`config.mk`:
```
export PLATFORM = sky130hd
export DESIGN_NAME = pid_wall_follow_steering_core
export DESIGN_NICKNAME = d
export VERILOG_FILES = /design/src/pwfs_pkg.sv /design/src/pwfs_cfg.sv /design/src/pwfs_pid.sv /design/src/pwfs_steer.sv /design/src/pid_wall_follow_steering_core.sv
export VERILOG_INCLUDE_DIRS = /design/src /design/src/src
export SDC_FILE = /design/constraint.sdc
export NUM_CORES = 2
export LEC_CHECK = 0
export ABC_AREA = 1
export BUFFER_PORTS_ARGS = -buffer_cell sky130_fd_sc_hd__buf_2
export CORE_UTILIZATION = 47
export CTS_CLUSTER_DIAMETER = 80
export CTS_CLUSTER_SIZE = 16
export DETAILED_ROUTE_END_ITERATION = 8
export PLACE_DENSITY = 0.65
export SYNTH_ARGS = -nofsm -noshare
export SYNTH_HDL_FRONTEND = slang
export SYNTH_SLANG_ARGS = --single-unit
```
`constraint.sdc`:
```
create_clock -name clk -period 22.4 [get_ports clk]
set_input_delay 1.12 -clock clk [delete_from_list [all_inputs] [get_ports clk]]
set_output_delay 1.12 -clock clk [all_outputs]
set_load 0.1 [all_outputs]
```
`src/pid_wall_follow_steering_core_macros.svh`:
```
// Assertion macros shared by the steering core RTL.
// Users must have clk and arst_n in scope; no other dependencies.
`ifndef PID_WALL_FOLLOW_STEERING_CORE_MACROS_SVH
`define PID_WALL_FOLLOW_STEERING_CORE_MACROS_SVH

// Same-cycle implication, disabled while reset is asserted.
`define PWFS_ASSERT(label, ante, cons, msg) \
	label: assert property (@(posedge clk) disable iff (!arst_n) (ante) |-> (cons)) \
		else $error(msg);

// Next-cycle implication, disabled while reset is asserted.
`define PWFS_ASSERT_NEXT(label, ante, cons, msg) \
	label: assert property (@(posedge clk) disable iff (!arst_n) (ante) |=> (cons)) \
		else $error(msg);

`endif

```
`src/pwfs_pkg.sv`:
```
// Shared types and constants for the wall-follow steering core.
// No dependencies; imported by every module of the core.
`default_nettype none

package pwfs_pkg;

	localparam int SUM_BITS  = 24;
	localparam int ERR_BITS  = 17;
	localparam int DIFF_BITS = 18;
	localparam int GAIN_BITS = 12;
	localparam int DIST_BITS = 16;
	localparam int DUTY_BITS = 7;
	localparam int PID_BITS  = 16;
	localparam int ACC_BITS  = SUM_BITS + GAIN_BITS + 3;
	localparam int FRAC_BITS = 8;

	localparam int IN_TDATA_BITS  = 48;
	localparam int OUT_TDATA_BITS = 40;
	localparam int CFG_IDX_BITS   = 3;
	localparam int CFG_DATA_BITS  = 16;

	localparam logic [DUTY_BITS-1:0] TURN_LEFT_DUTY   = 7'd20;
	localparam logic [DUTY_BITS-1:0] TURN_RIGHT_DUTY  = 7'd90;
	localparam logic [7:0]           STOP_BEACON      = 8'd3;
	localparam logic [7:0]           MAX_KNOWN_BEACON = 8'd3;

	localparam logic [DIST_BITS-1:0] RST_TARGET_DISTANCE = 16'd40;
	localparam logic [GAIN_BITS-1:0] RST_GAIN_P          = 12'd205;
	localparam logic [GAIN_BITS-1:0] RST_GAIN_I          = 12'd0;
	localparam logic [GAIN_BITS-1:0] RST_GAIN_D          = 12'd1024;
	localparam logic [DIST_BITS-1:0] RST_FRONT_LIMIT     = 16'd27;
	localparam logic [DUTY_BITS-1:0] RST_SPEED_HIGH      = 7'd80;
	localparam logic [DUTY_BITS-1:0] RST_SPEED_LOW       = 7'd50;

	typedef enum logic [CFG_IDX_BITS-1:0] {
		REG_TARGET_DISTANCE = 3'd0,
		REG_GAIN_P          = 3'd1,
		REG_GAIN_I          = 3'd2,
		REG_GAIN_D          = 3'd3,
		REG_FRONT_LIMIT     = 3'd4,
		REG_SPEED_HIGH      = 3'd5,
		REG_SPEED_LOW       = 3'd6
	} cfg_reg_t;

	typedef struct packed {
		logic [DIST_BITS-1:0] target_distance;
		logic [GAIN_BITS-1:0] gain_p;
		logic [GAIN_BITS-1:0] gain_i_times_period;
		logic [GAIN_BITS-1:0] gain_d_over_period;
		logic [DIST_BITS-1:0] front_limit;
		logic [DUTY_BITS-1:0] speed_high;
		logic [DUTY_BITS-1:0] speed_low;
	} cfg_t;

	typedef struct packed {
		logic [7:0]           beacon_id;
		logic                 beacon_valid;
		logic                 control_tick;
		logic [DIST_BITS-1:0] side_distance;
		logic [DIST_BITS-1:0] front_distance;
	} in_item_t;

	typedef struct packed {
		logic                 beacon_known;
		logic                 turning;
		logic                 halted;
		logic [PID_BITS-1:0]  pid_value;
		logic [DUTY_BITS-1:0] right_duty;
		logic [DUTY_BITS-1:0] left_duty;
	} out_item_t;

	typedef struct packed {
		logic active;
		logic commit;
	} step_ctl_t;

endpackage

`default_nettype wire

```
`src/pwfs_cfg.sv`:
```
// Configuration register file of the steering core.
// Depends on pwfs_pkg for the register map and reset values.
`default_nettype none

module pwfs_cfg
	import pwfs_pkg::*;
(
	input  wire logic                     clk,
	input  wire logic                     arst_n,
	input  wire logic                     cfg_valid,
	output logic                          cfg_ready,
	input  wire logic [CFG_IDX_BITS-1:0]  cfg_index,
	input  wire logic [CFG_DATA_BITS-1:0] cfg_data,
	output cfg_t                          cfg
);

	cfg_t cfg_q;

	assign cfg_ready = 1'b1;
	assign cfg      = cfg_q;

	always_ff @(posedge clk or negedge arst_n) begin
		if (!arst_n) begin
			cfg_q.target_distance     <= RST_TARGET_DISTANCE;
			cfg_q.gain_p              <= RST_GAIN_P;
			cfg_q.gain_i_times_period <= RST_GAIN_I;
			cfg_q.gain_d_over_period  <= RST_GAIN_D;
			cfg_q.front_limit         <= RST_FRONT_LIMIT;
			cfg_q.speed_high          <= RST_SPEED_HIGH;
			cfg_q.speed_low           <= RST_SPEED_LOW;
		end else if (cfg_valid) begin
			case (cfg_reg_t'(cfg_index))
				REG_TARGET_DISTANCE: cfg_q.target_distance <= cfg_data;
				REG_GAIN_P: cfg_q.gain_p <= cfg_data[GAIN_BITS-1:0];
				REG_GAIN_I: cfg_q.gain_i_times_period <= cfg_data[GAIN_BITS-1:0];
				REG_GAIN_D: cfg_q.gain_d_over_period <= cfg_data[GAIN_BITS-1:0];
				REG_FRONT_LIMIT: cfg_q.front_limit <= cfg_data;
				REG_SPEED_HIGH: cfg_q.speed_high <= cfg_data[DUTY_BITS-1:0];
				REG_SPEED_LOW: cfg_q.speed_low <= cfg_data[DUTY_BITS-1:0];
				default: ;
			endcase
		end
	end

endmodule

`default_nettype wire

```
`src/pwfs_pid.sv`:
```
// Fixed-point PID datapath with its integrator and history registers.
// Depends on pwfs_pkg for widths, the configuration and control structs.
`default_nettype none

module pwfs_pid
	import pwfs_pkg::*;
(
	input  wire logic                 clk,
	input  wire logic                 arst_n,
	input  wire step_ctl_t            ctl,
	input  wire cfg_t                 cfg,
	input  wire logic [DIST_BITS-1:0] side_distance,
	output logic [PID_BITS-1:0]       pid_value
);

	localparam int Q_BITS = ACC_BITS - FRAC_BITS;

	logic signed [SUM_BITS-1:0]  error_sum_q;
	logic signed [ERR_BITS-1:0]  last_error_q;
	logic [PID_BITS-1:0]         last_pid_q;

	logic signed [ERR_BITS-1:0]  err;
	logic signed [SUM_BITS:0]    sum_wide;
	logic signed [SUM_BITS-1:0]  sum_next;
	logic signed [DIFF_BITS-1:0] diff;
	logic signed [ACC_BITS-1:0]  prod_p;
	logic signed [ACC_BITS-1:0]  prod_i;
	logic signed [ACC_BITS-1:0]  prod_d;
	logic signed [ACC_BITS-1:0]  acc;
	logic signed [ACC_BITS-1:0]  acc_adj;
	logic [Q_BITS-1:0]           quot;
	logic [PID_BITS-1:0]         pid_new;

	always_comb begin
		err = $signed({1'b0, cfg.target_distance}) - $signed({1'b0, side_distance});

		sum_wide = $signed({error_sum_q[SUM_BITS-1], error_sum_q})
			+ $signed({{(SUM_BITS + 1 - ERR_BITS){err[ERR_BITS-1]}}, err});
		if (sum_wide[SUM_BITS] != sum_wide[SUM_BITS-1]) begin
			sum_next = sum_wide[SUM_BITS] ? {1'b1, {(SUM_BITS-1){1'b0}}}
				: {1'b0, {(SUM_BITS-1){1'b1}}};
		end else begin
			sum_next = sum_wide[SUM_BITS-1:0];
		end

		diff = $signed({err[ERR_BITS-1], err}) - $signed({last_error_q[ERR_BITS-1], last_error_q});

		prod_p = $signed({{(ACC_BITS-GAIN_BITS){1'b0}}, cfg.gain_p})
			* $signed({{(ACC_BITS-ERR_BITS){err[ERR_BITS-1]}}, err});
		prod_i = $signed({{(ACC_BITS-GAIN_BITS){1'b0}}, cfg.gain_i_times_period})
			* $signed({{(ACC_BITS-SUM_BITS){sum_next[SUM_BITS-1]}}, sum_next});
		prod_d = $signed({{(ACC_BITS-GAIN_BITS){1'b0}}, cfg.gain_d_over_period})
			* $signed({{(ACC_BITS-DIFF_BITS){diff[DIFF_BITS-1]}}, diff});
		acc = prod_p + prod_i + prod_d;

		// Division by 256 rounds toward zero, so negative sums are biased first.
		acc_adj = acc[ACC_BITS-1] ? acc + ACC_BITS'((1 << FRAC_BITS) - 1) : acc;
		quot    = acc_adj[ACC_BITS-1:FRAC_BITS];

		if ((&quot[Q_BITS-1:PID_BITS-1]) || !(|quot[Q_BITS-1:PID_BITS-1])) begin
			pid_new = quot[PID_BITS-1:0];
		end else begin
			pid_new = quot[Q_BITS-1] ? {1'b1, {(PID_BITS-1){1'b0}}}
				: {1'b0, {(PID_BITS-1){1'b1}}};
		end

		pid_value = ctl.active ? pid_new : last_pid_q;
	end

	always_ff @(posedge clk or negedge arst_n) begin
		if (!arst_n) begin
			error_sum_q  <= '0;
			last_error_q <= '0;
			last_pid_q   <= '0;
		end else if (ctl.commit) begin
			error_sum_q  <= sum_next;
			last_error_q <= err;
			last_pid_q   <= pid_new;
		end
	end

endmodule

`default_nettype wire

```
`src/pwfs_steer.sv`:
```
// Wheel speed state, obstacle turn, beacon stop latch and result assembly.
// Depends on pwfs_pkg for the configuration, item and control types.
`default_nettype none

module pwfs_steer
	import pwfs_pkg::*;
(
	input  wire logic                clk,
	input  wire logic                arst_n,
	input  wire step_ctl_t           ctl,
	input  wire cfg_t                cfg,
	input  wire in_item_t            item,
	input  wire logic [PID_BITS-1:0] pid_value,
	output logic                     stop_latched,
	output out_item_t                result
);

	localparam int V_BITS = PID_BITS + 2;

	logic [DUTY_BITS-1:0] left_q;
	logic [DUTY_BITS-1:0] right_q;
	logic                 stop_q;

	logic                 turn;
	logic                 known;
	logic                 stop_hit;
	logic                 speed_upd;
	logic [DUTY_BITS-1:0] left_next;
	logic [DUTY_BITS-1:0] right_next;
	logic signed [V_BITS-1:0] pid_ext;
	logic signed [V_BITS-1:0] right_sum;
	logic signed [V_BITS-1:0] left_sum;

	function automatic logic [DUTY_BITS-1:0] clamp_speed(
		input logic signed [V_BITS-1:0] v,
		input logic [DUTY_BITS-1:0]     hi,
		input logic [DUTY_BITS-1:0]     lo
	);
		logic signed [V_BITS-1:0] hi_ext;
		logic signed [V_BITS-1:0] lo_ext;
		logic signed [V_BITS-1:0] r;
		hi_ext = $signed({{(V_BITS-DUTY_BITS){1'b0}}, hi});
		lo_ext = $signed({{(V_BITS-DUTY_BITS){1'b0}}, lo});
		r = v;
		if (r > hi_ext) r = hi_ext;
		if (r < lo_ext) r = lo_ext;
		return r[DUTY_BITS-1:0];
	endfunction

	always_comb begin
		turn     = item.front_distance < cfg.front_limit;
		known    = item.beacon_valid && (item.beacon_id <= MAX_KNOWN_BEACON);
		stop_hit = item.beacon_valid && (item.beacon_id == STOP_BEACON);

		pid_ext   = $signed({{(V_BITS-PID_BITS){pid_value[PID_BITS-1]}}, pid_value});
		right_sum = $signed({{(V_BITS-DUTY_BITS){1'b0}}, right_q}) + pid_ext;
		left_sum  = $signed({{(V_BITS-DUTY_BITS){1'b0}}, left_q}) - pid_ext;

		speed_upd = item.control_tick && !turn;
		if (!speed_upd) begin
			left_next  = left_q;
			right_next = right_q;
		end else if (pid_value == '0) begin
			left_next  = cfg.speed_high;
			right_next = cfg.speed_high;
		end else begin
			left_next  = clamp_speed(left_sum, cfg.speed_high, cfg.speed_low);
			right_next = clamp_speed(right_sum, cfg.speed_high, cfg.speed_low);
		end

		result.pid_value = pid_value;
		if (!ctl.active) begin
			result.left_duty    = '0;
			result.right_duty   = '0;
			result.halted       = 1'b1;
			result.turning      = 1'b0;
			result.beacon_known = 1'b0;
		end else begin
			result.left_duty    = turn ? TURN_LEFT_DUTY : left_next;
			result.right_duty   = turn ? TURN_RIGHT_DUTY : right_next;
			result.halted       = 1'b0;
			result.turning      = turn;
			result.beacon_known = known;
		end
	end

	assign stop_latched = stop_q;

	always_ff @(posedge clk or negedge arst_n) begin
		if (!arst_n) begin
			left_q  <= RST_SPEED_HIGH;
			right_q <= RST_SPEED_HIGH;
			stop_q  <= 1'b0;
		end else if (ctl.commit) begin
			left_q  <= left_next;
			right_q <= right_next;
			if (stop_hit) begin
				stop_q <= 1'b1;
			end
		end
	end

endmodule

`default_nettype wire

```
`src/pid_wall_follow_steering_core.sv`:
```
// Top level of the wall-follow steering core: input and result registers,
// handshakes, and the cfg, PID and steering blocks. Depends on pwfs_pkg.
//
// Channel   Direction  Handshake            Payload
// s_*       in         s_tvalid / s_tready  sensor and beacon request
// m_*       out        m_tvalid / m_tready  wheel duties and status
// cfg_*     in         cfg_valid/cfg_ready  register index and value
//
// A result passes through the input register and then the result register; a new
// request can be accepted every cycle while the output is not stalled.
// The PID multiplies, integrator and speed clamps all sit in the combinational logic
// between the input register and the result register.
// A stalled result holds while one more request waits in the input register.
// Reset is asynchronous, active low; it restores all register reset values.
`default_nettype none
`include "pid_wall_follow_steering_core_macros.svh"

module pid_wall_follow_steering_core
	import pwfs_pkg::*;
(
	input  wire logic                      clk,
	input  wire logic                      arst_n,
	input  wire logic                      s_tvalid,
	output logic                           s_tready,
	// front_distance[15:0], side_distance[31:16], control_tick[32],
	// beacon_valid[33], beacon_id[41:34], zero fill above.
	input  wire logic [IN_TDATA_BITS-1:0]  s_tdata,
	output logic                           m_tvalid,
	input  wire logic                      m_tready,
	// left_duty[6:0], right_duty[13:7], pid_value[29:14], halted[30],
	// turning[31], beacon_known[32], zero fill above.
	output logic [OUT_TDATA_BITS-1:0]      m_tdata,
	input  wire logic                      cfg_valid,
	output logic                           cfg_ready,
	input  wire logic [CFG_IDX_BITS-1:0]   cfg_index,
	input  wire logic [CFG_DATA_BITS-1:0]  cfg_data
);

	localparam int ITEM_BITS = $bits(in_item_t);
	localparam int RES_BITS  = $bits(out_item_t);

	cfg_t      cfg;
	in_item_t  item_s1;
	logic      valid_s1;
	out_item_t res_s2;
	logic      valid_s2;
	logic      advance;
	logic      stop_latched;
	step_ctl_t pid_ctl;
	step_ctl_t steer_ctl;
	logic [PID_BITS-1:0] pid_value;
	out_item_t result;

	assign advance  = !valid_s2 || m_tready;
	assign s_tready = !valid_s1 || advance;
	assign m_tvalid = valid_s2;
	assign m_tdata  = {{(OUT_TDATA_BITS-RES_BITS){1'b0}}, res_s2};

	always_comb begin
		steer_ctl.active = valid_s1 && !stop_latched;
		steer_ctl.commit = steer_ctl.active && advance;
		pid_ctl.active   = steer_ctl.active && item_s1.control_tick;
		pid_ctl.commit   = pid_ctl.active && advance;
	end

	always_ff @(posedge clk or negedge arst_n) begin
		if (!arst_n) begin
			valid_s1 <= 1'b0;
			valid_s2 <= 1'b0;
		end else begin
			if (s_tready) begin
				valid_s1 <= s_tvalid;
			end
			if (advance) begin
				valid_s2 <= valid_s1;
			end
		end
	end

	always_ff @(posedge clk) begin
		if (s_tready && s_tvalid) begin
			item_s1 <= in_item_t'(s_tdata[ITEM_BITS-1:0]);
		end
		if (advance && valid_s1) begin
			res_s2 <= result;
		end
	end

	pwfs_cfg u_cfg (
		.clk       (clk),
		.arst_n    (arst_n),
		.cfg_valid (cfg_valid),
		.cfg_ready (cfg_ready),
		.cfg_index (cfg_index),
		.cfg_data  (cfg_data),
		.cfg       (cfg)
	);

	pwfs_pid u_pid (
		.clk           (clk),
		.arst_n        (arst_n),
		.ctl           (pid_ctl),
		.cfg           (cfg),
		.side_distance (item_s1.side_distance),
		.pid_value     (pid_value)
	);

	pwfs_steer u_steer (
		.clk          (clk),
		.arst_n       (arst_n),
		.ctl          (steer_ctl),
		.cfg          (cfg),
		.item         (item_s1),
		.pid_value    (pid_value),
		.stop_latched (stop_latched),
		.result       (result)
	);

	`PWFS_ASSERT(a_halted_duties, valid_s2 && res_s2.halted, (res_s2.left_duty == '0) && (res_s2.right_duty == '0) && !res_s2.turning, "halted result drives nonzero duty")
	`PWFS_ASSERT(a_turn_duties, valid_s2 && res_s2.turning, (res_s2.left_duty == TURN_LEFT_DUTY) && (res_s2.right_duty == TURN_RIGHT_DUTY), "turn result has wrong duties")
	`PWFS_ASSERT(a_full_stall, valid_s1 && valid_s2 && !m_tready, !s_tready, "request accepted while both registers are full")
	`PWFS_ASSERT_NEXT(a_latch_sticky, stop_latched, stop_latched, "stop latch cleared without reset")

endmodule

`default_nettype wire

```
==> reports/metrics.yaml <==
outcome: "finished clean"
finalNetCount: 6835
dieArea_sq_mm: 0.0928
finalClockSkew_ns: 0.0204
cpMostUsedCell: "nand2_1"
io_pins: 115
post-route-util: 0.512
area_growth_pct: 7.57
worstPathRequired_ns: 22.71
die_x_um: 305
start_util: 0.476
hold_buffers: 0
tightest_slew_ns: 1.14
n_antenna_cell: 0
clk_pin_slew_ns: 0.07
reg2reg_from: "u_cfg.cfg[66]"
reg2reg_depth: 131
ys.flop_type: "dfrtp_1"
drtIter0Drc: 2338
hold_viol: 0
hold_path_depth: 2
fillers: 8689
grt_pass1_vias: 34730
ys_top_cells_by_area: "fa_1 32%, inv_1 11%, nand2_1 11%, ha_1 11%, dfrtp_1 7.8%"
finalCriticalPeriod_ns: 20.60
slowest_stage: "fa_1"
path_max_fanout: 14
synth_cell_type_count: 49
syn-instance-count: 5575
worstSkewPairLatency_ns: 0.57
end_kind: "flip-flop"
max_freq_mhz: 48.5
cts_buffers: 22
synth.top_cell.area_share: 0.320
critPathMaxStageDelay_ns: 0.57
synth.avg_cell_area_sq_um: 7.72
rsz0062_at_grt: "no"
synthArstFlopShare: 0.675
finalSetupTns_ns: 0
drv_slew: 0
gp_congestion: 0.935
drc: 0
ys_seq_elements: 231
antenna_found_initial: 0
num_rows: 110
grt-ovfl-total: 0
startpoint_type: "flip-flop"
clockBufferDepth: 3
seq_area_frac_synth: 0.144
drt-wirelength-per-cell_um: 16.6
whs_endpoint: "u_steer.left_q[0]"
dr_total_vias: 35011
drtPass1Iterations: 6
io_buffers: 100
r2r_setup_slack_ns: 1.80
track_usage: 0.252
synth_warnings: 0
cts_tree: "done"
setup_violations: 0
min_period_over_period: 0.920
crit_type: "reg2reg"
root_buffer: "clkbuf_16"
dp_hpwl_mm: 97.7
clkSinkCount: 231
drive_gt1_frac: 0.0756
arrival_ns: 20.92
path_buf_inv: 15
wirelength_mm: 114
hold_class: "reg2reg"
grt_start_max_net_pins: 93
relSlewSlack: 0.237
cap_violations: 0
min_from: "u_steer.left_q[0]"
post-synth-top-area-cell: "fa_1"
synth_edf_count: 75
cp_top_family: "adder cells"
ant_nets: 0
worst_r2r_endpoint: "m_tdata[10]"
dieHeight_um: 305
syn_area_sq_mm: 0.0430
core_area_sq_mm: 0.0904
grt_pass1_wl_mm: 185
viasPerCell: 5.08
h-tree-depth: 1
repair_timing:
action                                  in CTS  in global routing
gates resized for setup                      0                 45
setup buffers                                0                  4
endpoints found under the hold margin        0                  0
endpoints found under the setup margin       0                 28
worst min-delay path, delay by kind of cell, from the launching register on:
family / cells / cell delay, ns
flops: 1 / 0.35
simple gates: 2 / 0.11
placed cells by master, fill, tap and decap left out, types with 20 or more instances in the layout:
master / instances
dfstp_2: 21
o21ai_0: 207
nand2_1: 1274
inv_1: 1289
dfrtp_1: 135
nor2_1: 550
nand4_1: 45
a21oi_1: 179
nor2_2: 25
buf_2: 100
buf_4: 112
clkbuf_16: 23
nand3_1: 202
ha_1: 374
xor2_1: 84
fa_1: 687
edfxtp_1: 75
xnor2_1: 47
inv_2: 20
nand2_2: 31
or2_2: 30
o21bai_1: 21
stage by stage:
| stage | setup WS [ns] | cells | instance area [sq um] | hold slack (ns) |
|---|---|---|---|---|
| floorplan | 2.92 | 5581 | 43100 | 0.444 |
| global placement | 0.897 | 6848 | 45400 | 0.461 |
| detailed placement | 0.691 | 6848 | 45400 | 0.468 |
| CTS | 0.613 | 6887 | 46100 | 0.487 |
| global route | 0.0171 | 6891 | 46300 | 0.508 |
| finish | 1.80 | 6891 | 46300 | 0.486 |
Yosys cell counts (all sizes together), types with 3 or more instances:
master  instances
nand2        1313
inv          1310
fa            687
nor2          583
ha            376
o21ai         226
nand3         218
a21oi         188
dfrtp         135
clkbuf        102
xor2           85
edfxtp         75
xnor2          48
nand4          45
or2            30
o21bai         22
dfstp          21
buf            19
clkinv         17
a31oi          13
a21o           11
nor3           10
nand3b          9
a211oi          8
and2            5
nor4            3
o211ai          3
how the worst max path moves through the flow:
| stage | start | endpoint | slack (ns) | cells after the start |
|---|---|---|---|---|
| 3_5_place_dp | u_cfg.cfg[66] | m_tdata[10] | 0.69 | 136 |
| 3_3_place_gp | u_cfg.cfg[66] | m_tdata[10] | 0.90 | 131 |
| 4_1_cts | u_cfg.cfg[66] | m_tdata[10] | 0.61 | 135 |
| 2_1_floorplan | u_cfg.cfg[66] | m_tdata[8] | 2.92 | 133 |
| 5_1_grt | u_cfg.cfg[66] | m_tdata[10] | 0.02 | 139 |
| 6_report | u_cfg.cfg[66] | m_tdata[10] | 1.80 | 131 |
layout make-up:
cell class                 count  area [sq um]  area share
timing repair buffer         216          1410      0.0305
sequential                   231          6180       0.134
tap                         1176          1470      0.0318
multi-input combinational   3902         31500       0.681
clock buffer                  29           608      0.0131
clock inverter                10           119     0.00257
inverter                    1327          4990       0.108
routing by layer:
metal  share of wire  routed length (um)  GRT usage  vias to the layer above
met5               0                   0          0                        -
met4           0.038                4330     0.0812                        0
met3           0.060                6880     0.0382                      148
met2            0.47               53300      0.416                      854
met1            0.44               49900      0.339                    17064
li1                -                   -          -                    16945
flip-flops by register name, indices dropped and copies added (netlist names):
| register | cells |
|---|---|
| u_pid.error_sum_q | 24 |
| u_steer.stop_latched | 1 |
| u_cfg.cfg | 82 |
| valid_s1 | 1 |
| m_tvalid | 1 |
| item_s1 | 42 |
| u_pid.last_pid_q | 16 |
| m_tdata | 33 |
| u_steer.right_q | 7 |
| u_pid.last_error_q | 17 |
| u_steer.left_q | 7 |
logic make-up (layout without fill, tap and decap cells):
group           count (synthesis)  count (layout)  synth area share
compound gates                480             480            0.0600
xor+xnor                      133             133            0.0271
fa+ha+maj                    1063            1063             0.429
buf+inv                      1448            1582             0.128
flops                         231             231             0.144
other cells                     2               8          0.000175
simple gates                 2218            2218             0.213
Power is left out: the tool's default activity adds up to more than one toggle a clock period on the data nets, which glitch-free logic cannot reach.
